**src/hdl/text_console_cell_writer_defines.svh**
```systemverilog
// assertion macros for the text console cell writer
// used by the top level only, no other dependencies
`ifndef TEXT_CONSOLE_CELL_WRITER_DEFINES_SVH
`define TEXT_CONSOLE_CELL_WRITER_DEFINES_SVH
`ifndef NO_ASSERTIONS
`define TCCW_ASSERT(lbl, prop) \
	lbl: assert property (@(posedge clk) disable iff (!arst_n) prop) \
		else $error("text console cell writer check failed");
`define TCCW_ASSERT_ALWAYS(lbl, prop) \
	lbl: assert property (@(posedge clk) prop) \
		else $error("text console cell writer check failed");
`else
`define TCCW_ASSERT(lbl, prop)
`define TCCW_ASSERT_ALWAYS(lbl, prop)
`endif
`endif

```
**src/hdl/tccw_pkg.sv**
```systemverilog
// shared constants, types and microcode table of the text console cell writer
// no dependencies
package tccw_pkg;

	localparam int COLUMNS = 80;
	localparam int ROWS    = 25;
	localparam int CELLS   = COLUMNS * ROWS;
	localparam int CELL_W  = $clog2(CELLS);
	localparam int COL_W   = $clog2(COLUMNS);
	localparam int ROW_W   = $clog2(ROWS + 1);
	localparam int TGT_W   = $clog2(COLUMNS + 1);

	localparam logic [2:0] KIND_PUT   = 3'd0;
	localparam logic [2:0] KIND_ERASE = 3'd1;
	localparam logic [2:0] KIND_CLEAR = 3'd2;
	localparam logic [2:0] KIND_PAD   = 3'd3;
	localparam logic [2:0] KIND_PRIME = 3'd4;
	localparam logic [2:0] KIND_READ  = 3'd5;

	localparam logic [7:0] CH_LF    = 8'h0A;
	localparam logic [7:0] CH_CR    = 8'h0D;
	localparam logic [7:0] CH_BS    = 8'h08;
	localparam logic [7:0] CH_SPACE = 8'h20;

	localparam logic       REG_FG = 1'b0;
	localparam logic       REG_BG = 1'b1;
	localparam logic [15:0] RESET_CELL = 16'h0720;

	typedef logic [4:0] step_t;

	localparam step_t S_IDLE       = 5'd0;
	localparam step_t S_PUT_GLYPH  = 5'd1;
	localparam step_t S_PUT_LF     = 5'd2;
	localparam step_t S_PUT_CR     = 5'd3;
	localparam step_t S_PUT_BS     = 5'd4;
	localparam step_t S_ERASE      = 5'd5;
	localparam step_t S_CLEAR      = 5'd6;
	localparam step_t S_CLEAR_FILL = 5'd7;
	localparam step_t S_PAD_TEST   = 5'd8;
	localparam step_t S_PAD_LOOP   = 5'd9;
	localparam step_t S_PRIME      = 5'd10;
	localparam step_t S_READ       = 5'd11;
	localparam step_t S_READ_LATCH = 5'd12;
	localparam step_t S_CHK_SCROLL = 5'd13;
	localparam step_t S_SCR_INIT   = 5'd14;
	localparam step_t S_SCR_COPY   = 5'd15;
	localparam step_t S_SCR_DRAIN  = 5'd16;
	localparam step_t S_SCR_FILL   = 5'd17;
	localparam step_t S_DONE       = 5'd18;
	localparam step_t S_INIT       = 5'd19;

	typedef enum logic [3:0] {
		A_NONE, A_GLYPH, A_LF, A_CR, A_BACK, A_ERASE, A_HOME, A_FILL,
		A_PRIME, A_READ, A_LATCH, A_SCR_INIT, A_COPY, A_FILL_INIT, A_INIT
	} act_t;

	typedef enum logic [2:0] {
		SQ_NEXT, SQ_JUMP, SQ_JUMP_IF, SQ_LOOP_IF, SQ_DISPATCH, SQ_WAIT_OUT
	} sq_t;

	typedef enum logic [2:0] {
		CD_NONE, CD_PTR_MORE, CD_PAD_NONE, CD_PAD_MORE, CD_NO_SCROLL
	} cd_t;

	typedef struct packed {
		act_t  act;
		sq_t   sq;
		cd_t   cd;
		step_t target;
	} ctrl_word_t;

	typedef struct packed {
		logic in_valid;
		logic out_free;
		logic ptr_more;
		logic pad_none;
		logic pad_more;
		logic no_scroll;
	} cond_in_t;

	typedef struct packed {
		act_t act;
		logic take;
		logic out_load;
	} ctl_t;

	function automatic ctrl_word_t ucode(input step_t pc);
		ctrl_word_t w;
		case (pc)
			S_IDLE:       w = '{A_NONE,      SQ_DISPATCH, CD_NONE,      S_IDLE};
			S_PUT_GLYPH:  w = '{A_GLYPH,     SQ_JUMP,     CD_NONE,      S_CHK_SCROLL};
			S_PUT_LF:     w = '{A_LF,        SQ_JUMP,     CD_NONE,      S_CHK_SCROLL};
			S_PUT_CR:     w = '{A_CR,        SQ_JUMP,     CD_NONE,      S_DONE};
			S_PUT_BS:     w = '{A_BACK,      SQ_JUMP,     CD_NONE,      S_DONE};
			S_ERASE:      w = '{A_ERASE,     SQ_JUMP,     CD_NONE,      S_DONE};
			S_CLEAR:      w = '{A_HOME,      SQ_NEXT,     CD_NONE,      S_IDLE};
			S_CLEAR_FILL: w = '{A_FILL,      SQ_LOOP_IF,  CD_PTR_MORE,  S_DONE};
			S_PAD_TEST:   w = '{A_NONE,      SQ_JUMP_IF,  CD_PAD_NONE,  S_DONE};
			S_PAD_LOOP:   w = '{A_GLYPH,     SQ_LOOP_IF,  CD_PAD_MORE,  S_CHK_SCROLL};
			S_PRIME:      w = '{A_PRIME,     SQ_JUMP,     CD_NONE,      S_DONE};
			S_READ:       w = '{A_READ,      SQ_NEXT,     CD_NONE,      S_IDLE};
			S_READ_LATCH: w = '{A_LATCH,     SQ_JUMP,     CD_NONE,      S_DONE};
			S_CHK_SCROLL: w = '{A_NONE,      SQ_JUMP_IF,  CD_NO_SCROLL, S_DONE};
			S_SCR_INIT:   w = '{A_SCR_INIT,  SQ_NEXT,     CD_NONE,      S_IDLE};
			S_SCR_COPY:   w = '{A_COPY,      SQ_LOOP_IF,  CD_PTR_MORE,  S_SCR_DRAIN};
			S_SCR_DRAIN:  w = '{A_FILL_INIT, SQ_NEXT,     CD_NONE,      S_IDLE};
			S_SCR_FILL:   w = '{A_FILL,      SQ_LOOP_IF,  CD_PTR_MORE,  S_DONE};
			S_DONE:       w = '{A_NONE,      SQ_WAIT_OUT, CD_NONE,      S_IDLE};
			S_INIT:       w = '{A_INIT,      SQ_LOOP_IF,  CD_PTR_MORE,  S_IDLE};
			default:      w = '{A_NONE,      SQ_JUMP,     CD_NONE,      S_IDLE};
		endcase
		return w;
	endfunction

	function automatic step_t dispatch(input logic [2:0] kind, input logic [7:0] ch);
		step_t s;
		case (kind)
			KIND_PUT: begin
				if (ch == CH_LF)
					s = S_PUT_LF;
				else if (ch == CH_CR)
					s = S_PUT_CR;
				else if (ch == CH_BS)
					s = S_PUT_BS;
				else
					s = S_PUT_GLYPH;
			end
			KIND_ERASE: s = S_ERASE;
			KIND_CLEAR: s = S_CLEAR;
			KIND_PAD:   s = S_PAD_TEST;
			KIND_PRIME: s = S_PRIME;
			KIND_READ:  s = S_READ;
			default:    s = S_DONE;
		endcase
		return s;
	endfunction

endpackage

```
**src/hdl/tccw_seq.sv**
```systemverilog
// microcode sequencer: step counter, control word table and jump logic
// depends on tccw_pkg
module tccw_seq (
	input  logic               clk,
	input  logic               arst_n,
	input  tccw_pkg::cond_in_t cin,
	input  tccw_pkg::step_t    entry,
	output tccw_pkg::ctl_t     ctl
);
	import tccw_pkg::*;

	step_t      pc_q;
	step_t      pc_nxt;
	ctrl_word_t cw;
	logic       cond;

	assign cw = ucode(pc_q);

	always_comb begin
		case (cw.cd)
			CD_PTR_MORE:  cond = cin.ptr_more;
			CD_PAD_NONE:  cond = cin.pad_none;
			CD_PAD_MORE:  cond = cin.pad_more;
			CD_NO_SCROLL: cond = cin.no_scroll;
			default:      cond = 1'b0;
		endcase
	end

	always_comb begin
		case (cw.sq)
			SQ_NEXT:     pc_nxt = step_t'(pc_q + 5'd1);
			SQ_JUMP:     pc_nxt = cw.target;
			SQ_JUMP_IF:  pc_nxt = cond ? cw.target : step_t'(pc_q + 5'd1);
			SQ_LOOP_IF:  pc_nxt = cond ? pc_q : cw.target;
			SQ_DISPATCH: pc_nxt = cin.in_valid ? entry : pc_q;
			SQ_WAIT_OUT: pc_nxt = cin.out_free ? cw.target : pc_q;
			default:     pc_nxt = S_IDLE;
		endcase
	end

	always_ff @(posedge clk or negedge arst_n) begin
		if (!arst_n)
			pc_q <= S_INIT;
		else
			pc_q <= pc_nxt;
	end

	assign ctl.act      = cw.act;
	assign ctl.take     = (cw.sq == SQ_DISPATCH);
	assign ctl.out_load = (cw.sq == SQ_WAIT_OUT) && cin.out_free;

endmodule

```
**config.mk**
```make
export PLATFORM = sky130hd
export DESIGN_NAME = tccw_seq
export DESIGN_NICKNAME = d
export VERILOG_FILES = /design/src/hdl/text_console_cell_writer_defines.svh /design/src/hdl/tccw_pkg.sv /design/src/hdl/tccw_seq.sv
export SDC_FILE = /design/constraint.sdc
export NUM_CORES = 1
export LEC_CHECK = 0
export ABC_AREA = 1
export BUFFER_PORTS_ARGS = -buffer_cell sky130_fd_sc_hd__buf_4
export CAP_MARGIN = 10
export CORE_MARGIN = 2
export CORE_UTILIZATION = 52
export DETAILED_ROUTE_END_ITERATION = 12
export GPL_ROUTABILITY_DRIVEN = 1
export PLACE_DENSITY_LB_ADDON = 0.3
export SLEW_MARGIN = 40
export SYNTH_ARGS = -nofsm -noshare
export SYNTH_HDL_FRONTEND = slang
export SYNTH_SLANG_ARGS = --single-unit
```
**constraint.sdc**
```tcl
create_clock -name clk -period 2.5 [get_ports clk]
set_clock_uncertainty 0.2 [all_clocks]
set_input_delay 0.625 -clock clk [delete_from_list [all_inputs] [get_ports clk]]
set_output_delay 0.625 -clock clk [all_outputs]
set_load 0.01 [all_outputs]
```
# Yosys cells after proc, flatten, opt, wreduce, memory -nomap -nowiden
# Memory sizes are Yosys's and may differ from the RTL's.
# Index checks and enable logic that the tools add are counted.
# classes
addsub	1
eq_ne	12
n_mux	6
n_reduce_logical	3
# op_table
operator	n
$pmux W5 S6	1
$mux W5	4
$eq A3 B2 Y1 const B	4
$eq A3 B3 Y1 const B	3
$eq A3 B1 Y1 const B	2
$ne A2 B2 Y1 const B	3
$add A5 B1 Y5 const B	1
$pmux W1 S4	1
$logic_not A3 Y1	1
$reduce_and A3 Y1	1
$logic_and A1 B1 Y1	1
# word_totals
ff_bits	5
romBits	480
in_bits	13
output_inout_bits	6
elab_cells	24
n_memories	1
# mem_list
memory	depth	word_bits	rd	rd_clocked_by_memory_dff	write_ports	line	text
(no name shown)	32	15	1	0	0	tccw_pkg.sv:89	case (pc)

# Logic depth before layout (Yosys ltp)
# Gate-level depths: netlist of run 1.
# An unclocked memory read counts as a cell.
# depth
depth_word	5
mapped_depth	17
depth_no_buf	15

# Worst setup path before layout of run 1
# OpenSTA, ideal clock, no wires.
# synth_path
kind	reg-to-output
from	reg pc_q[0]
to	out ctl[0] (netlist bit)
arrival_ns	2.037
required_time_ns	1.675
setup_slack_ns	-0.362
path_stages_with_launch	13
n_path_buf	2
path_cell_list	dfstp_2 -> buf_2 -> inv_1 -> ha_1 -> inv_1 -> nand2_1 -> nand3_1 -> nand2_1 -> nand2_2 -> nand2_4 -> buf_12 -> inv_6 -> nor4_1
# synth_lines
element	line	text
start, declared	tccw_seq.sv:12	step_t pc_q;
start signal, assigned	tccw_seq.sv:45	pc_q <= pc_nxt;
end, declared	tccw_seq.sv:8	output tccw_pkg::ctl_t ctl

==> reports/metrics.csv, run 1 <==
stage;metric;value;unit
worst_setup_path;required;1670;ps
synth;synth_nets;224;
floorplanning;rows;17;
cells_and_area;final_util;79.4;%
floorplanning;core;2230;sq um
synth;yosys_warnings;0;
grt;grt_max_degree;15;
run_status;outcome;finished with violations;
worst_setup_path;endpoint_kind;output port;
route;routedWlPerCell;14.8;um
synth;synth.largest_area_cell;nand2_1;
synth;syn_area;1250;sq um
clock_network;h-tree-depth;1;
worst_setup_path;crit_chain;inv_4 -> ha_4 -> inv_2 -> nand2_2 -> nand3_2 -> nand2_2 -> nand2_2 -> nand2_4 -> inv_6 -> nor4_4 -> buf_4;
floorplanning;ios;19;
worst_setup_path;arrival;1950;ps
worst_setup_path;setup.worst_path.start_class;register;
synth;ys_seq_area_share;10.3;%
sta;slew_violations;0;
synth;ys_ff_latch;5;
floorplanning;die_y;53.1;um
floorplanning;dieArea;2810;sq um
synth;synth_flop_cell;dfstp_2;
grt;grt_antenna_before_repair;0;
run_status;violations;setup timing;
sta;relSlewSlack;70.1;%
worst_setup_path;crit_fanout;3;
worst_setup_path;critPathTopFamily;simple AND/OR/NAND/NOR gates;
synth;syn_area_per_cell;6.10;sq um
grt;grt_pass1_vias;1495;
clock_network;clk_pin_slew;40;ps
cells_and_area;layout-drive-gt1-share;46.2;%
cells_and_area;antennaDiodeCount;0;
sta;fmax;360;MHz
route;drt-pass1-iter-count;4;
grt;grt_pass1_wl;6320;um
power;power_density;1590;nW/um^2
synth;yosysMostFrequentCell;nand2_1;
cells_and_area;top_regs;pc_q (5);
route;routed_via_density;5.51;
sta;setup_slack;-280;ps
cells_and_area;largest_reg_flops;5;
sta;min_period;2780;ps
place;post-place-ws;-67.9;ps
synth;synth_area_leaders;nand2_1 (22%), nand3_1 (6.4%), dfstp_2 (6.3%);
cells_and_area;syn_to_final_growth;41.7;%
worst_hold_path;hold_class;register to register;
clock_network;clk_latency;240;ps
sta;setup_violations;3;
place;place_congestion;0.871;
grt;grt_use_total;30.0;%
route;ant_nets;0;
sta;rsz0062_at_grt;yes;
power;ir_drop;1.10;mV
sta;hold_viol;0;
cells_and_area;layout.nets;273;
clock_network;clockBufferDepth;2;
synth;synth.distinct_cells;35;
power;totalPowerFinal;2830;uW
cells_and_area;instances_no_fill;281;
cells_and_area;final_cell_area;1770;sq um
clock_network;clkSinkCount;5;
worst_setup_path;critPathMaxStageDelay;570;ps
synth;async_flop_share;100;%
clock_network;cts-root-buf;clkbuf_4;
synth;synthCells;205;
place;numPortBuffers;18;
worst_setup_path;path_class;register to output port;
floorplanning;start_util;56.0;%
synth;synth_edf_count;0;
place;dpl.hpwl;2830;um
run;drv_cap;0;
route;totalWireLength;4150;um
worst_setup_path;path_buf_inv;4;
synth;synthTopCellsByCount;nand2_1 (75), nand3_1 (16), inv_1 (14), nor2_1 (14), nand2_2 (10);
worst_setup_path;cp_common_cell;nand2_2;
floorplanning;die_w;53.1;um
route;drtIter0Drc;66;
sta;period_share;111;%
power;leakage;0.000951;uW
clock_network;cts_buffers;3;
worst_setup_path;cpMaxStageDelayCell;dfstp_2;
route;num_vias;1548;
synth;netlist.area_leader.share;22.5;%
place;placed_area;1520;sq um
grt;gr-total-overflow;0;
route;drc;0;
clock_network;cts_tree;done;
place;place_inst;262;
cells_and_area;largest-register;pc_q;
sta;tightest_slew;448;ps
cells by family after synthesis:
| logic type | synth area share [%] |
|---|---|
| AND/OR/NAND/NOR | 59.7 |
| adder cells (fa/ha/maj) | 6.00 |
| XOR/XNOR | 0.700 |
| buffers and inverters | 15.6 |
| AO/OA/AOI/OAI | 7.70 |
| flip-flops | 10.3 |
stage by stage:
stage | setup TNS [ps] | hold WS, ps
after floorplan | -128 | 129
after global placement | 0 | 226
after detailed placement | -67.9 | 228
after CTS | -380 | 516
after global routing | -906 | 537
final | -671 | 517
final timing paths:
path	start	to	slack, ps	cells past startpoint
worst max-delay path	pc_q[0]	ctl[0]	-280	11
worst min-delay path	pc_q[4]	pc_q[4]	520	3
worst max register to register	pc_q[0]	pc_q[3]	140	17
worst min register to register	pc_q[4]	pc_q[4]	520	3
max in group asynchronous	arst_n	pc_q[4]	1380	2
min in group asynchronous	arst_n	pc_q[3]	530	2
cell type report:
| class | count | area, sq um |
|---|---|---|
| Clock buffer | 4 | 26.3 |
| Fill cell | 161 | 460 |
| Inverter | 26 | 120 |
| Multi-Input combinational cell | 166 | 1050 |
| Sequential cell | 5 | 129 |
| Tap cell | 28 | 35.0 |
| Timing Repair Buffer | 52 | 415 |
routing by layer:
layer	routed length, um	global-route usage, %
met1	1620	35.7
met4	123	9.40
met2	2080	55.0
met3	328	3.67
met5	0	0
report_power, final:
group          switching [uW]  total (uW)  internal (uW)
Combinational            1470        2530           1060
Clock                    30.4        90.5           60.1
Sequential               67.3         211            143
Total                    1560        2830           1260
layout by cell type, fill, tap and decap left out, drive strengths merged, types with 2 or more instances in the layout:
cell    netlist  routed
inv          25      25
clkbuf        1       4
dfrtp         2       2
buf           7      51
a21oi         4       4
nor2         20      20
o21ai         9       9
dfstp         3       3
ha            6       6
nand3        21      21
nor3          5       5
nand2        89      89
nand4         8       8
worst min-delay path: stages (launching register included):
cell     delay [ps]
dfstp_2         410
buf_4           180
nand2_1          70
nand2_1          50
timing repair:
item	4_1_cts	5_1_grt
endpoints found under the setup margin	2	9
pin swaps	7	11
buffers inserted	11	6
hold buffers	1	0
endpoints found under the hold margin	2	0
resized for setup	9	18
No activity file was read; power rests on OpenSTA's default activity.
==> inputs of run 2 (changes only) <==
--- a/config.mk
+++ b/config.mk
@@ -8,11 +8,10 @@
 export ABC_AREA = 1
 export BUFFER_PORTS_ARGS = -buffer_cell sky130_fd_sc_hd__buf_4
 export CAP_MARGIN = 10
-export CORE_MARGIN = 2
 export CORE_UTILIZATION = 52
 export DETAILED_ROUTE_END_ITERATION = 12
-export GPL_ROUTABILITY_DRIVEN = 1
-export PLACE_DENSITY_LB_ADDON = 0.3
+export GPL_ROUTABILITY_DRIVEN = 0
+export PLACE_DENSITY = 0.77
 export SLEW_MARGIN = 40
 export SYNTH_ARGS = -nofsm -noshare
 export SYNTH_HDL_FRONTEND = slang
==> reports/metrics.csv, run 2 (same netlist as run 1, synthesis figures left out) <==
stage;metric;value;unit
run_status;outcome;finished with violations;
run_status;violations;setup timing;
sta;finalSetupTns;-531;ps
sta;period_share;109;%
grt;grt_antenna_before_repair;0;
worst_hold_path;whs_path_depth;3;
grt;grt_use_total;30.7;%
worst_setup_path;reg2reg_depth;17;
sta;rsz0062_at_grt;yes;
grt;busiest_layer;met2;
grt;met2_usage;55.5;%
cells_and_area;instances_no_fill;284;
sta;min_period;2720;ps
power;ir_drop;1.17;mV
worst_hold_path;hold_class;register to register;
floorplanning;die_w;51.1;um
worst_setup_path;crit_fanout;4;
route;totalWireLength;4070;um
sta;tightest_slew;309;ps
worst_setup_path;r2r-end;pc_q[1];
worst_setup_path;r2r_start;pc_q[1];
cells_and_area;final_cell_mix;nand2_1 (69), buf_4 (49), nand2_2 (15), nand3_1 (15), nor2_1 (14);
worst_hold_path;hold_start;pc_q[4];
run;drv_cap;0;
clock_network;clockBufferDepth;2;
place;numPortBuffers;18;
clock_network;clk_latency;240;ps
floorplanning;rows;17;
cells_and_area;layout-drive-gt1-share;47.7;%
worst_setup_path;arrival;1900;ps
clock_network;cts_buffers;3;
clock_network;h-tree-depth;1;
cells_and_area;syn_to_final_growth;43.1;%
sta;slew_violations;0;
clock_network;cts-root-buf;clkbuf_4;
route;drt-pass1-iter-count;4;
clock_network;clkSinkCount;5;
floorplanning;die_y;51.1;um
route;num_vias;1571;
cells_and_area;antennaDiodeCount;0;
grt;met3_usage;4.17;%
place;post-place-ws;-31.4;ps
cells_and_area;final_util;80.2;%
cells_and_area;largest_reg_flops;5;
route;routed_via_density;5.53;
grt;grt_pass1_vias;1434;
worst_setup_path;setup.worst_path.start_class;register;
grt;grt_max_degree;12;
floorplanning;dieArea;2610;sq um
worst_setup_path;endpoint_kind;output port;
route;ant_nets;0;
clock_network;cts_tree;done;
worst_setup_path;required;1670;ps
clock_network;clk_pin_slew;40;ps
route;drc;0;
worst_setup_path;path_class;register to output port;
floorplanning;start_util;56.0;%
sta;hold_ws;503;ps
power;leakage;0.000950;uW
route;drtIter0Drc;99;
floorplanning;core;2230;sq um
sta;fmax;367;MHz
grt;grt_pass1_wl;6110;um
cells_and_area;layout.cells.most_common;nand2_1;
worst_hold_path;hold_end;pc_q[4];
route;routedWlPerCell;14.3;um
place;place_inst;262;
sta;relSlewSlack;79.3;%
worst_setup_path;reg2reg_slack;60;ps
grt;grt_use_met1;35.5;%
floorplanning;ios;19;
cells_and_area;largest-register;pc_q;
sta;setup_violations;3;
place;dpl.hpwl;2680;um
sta;hold_viol;0;
grt;gr-total-overflow;0;
cells_and_area;top_regs;pc_q (5);
sta;setup_slack;-223;ps
power;power_density;1630;nW/um^2
cells_and_area;layout.nets;276;
## run 2: final cells by class
type                       instances  area, sq um
clock buffer                       4         26.3
fill                             155          443
inverter                          26          123
multi-input combinational        166         1040
sequential                         5          131
tap                               28         35.0
timing repair buffer              55          438
## run 2: metal layers
metal	share of wire, %	vias to the layer above	wire, um
met3	6.6	18	270
met4	3.3	0	136
met2	50	76	2020
met5	0	-	0
met1	40	726	1640
li1	-	751	-
## run 2: where the power goes
| part | total [uW] | internal, uW | switching (uW) |
|---|---|---|---|
| clock | 89.6 | 60.1 | 29.5 |
| sequential | 238 | 146 | 91.9 |
| combinational | 2590 | 1120 | 1470 |
| total | 2920 | 1330 | 1590 |
## run 2: worst max path at each step
| stage | slack, ps | startpoint | to | depth (start not counted) |
|---|---|---|---|---|
| after detailed placement | -30 | pc_q[1] | ctl[0] | 11 |
| after global routing | -290 | pc_q[0] | ctl[0] | 11 |
| after CTS | -180 | pc_q[1] | ctl[0] | 11 |
| after global placement | 8 | pc_q[1] | ctl[0] | 11 |
| final | -220 | pc_q[0] | ctl[0] | 11 |
| after floorplan | -130 | pc_q[0] | ctl[0] | 12 |
## run 2: metrics by stage
stage	instance area, sq um	power, uW
after floorplan	1300	1790
after global placement	1520	2260
after detailed placement	1520	2310
after CTS	1690	2660
after global routing	1790	3120
final	1790	2920
## run 2: worst max-delay path, stage by stage, from the launching register on
cell and delay, ps:
dfstp_2 570, inv_4 50, ha_4 280, inv_4 40, nand2_4 50, nand3_2 60
nand2_2 80, nand2_2 70, nand2_4 130, inv_6 40, nor4_4 120, buf_4 160
## run 2: repair_timing
action                                 in CTS  in global routing
setup endpoints to repair                   2                 10
gates resized for setup                    12                 18
pin swaps                                  10                  4
hold buffers                                1                  0
endpoints found under the hold margin       2                  0
setup buffers                              13                  5
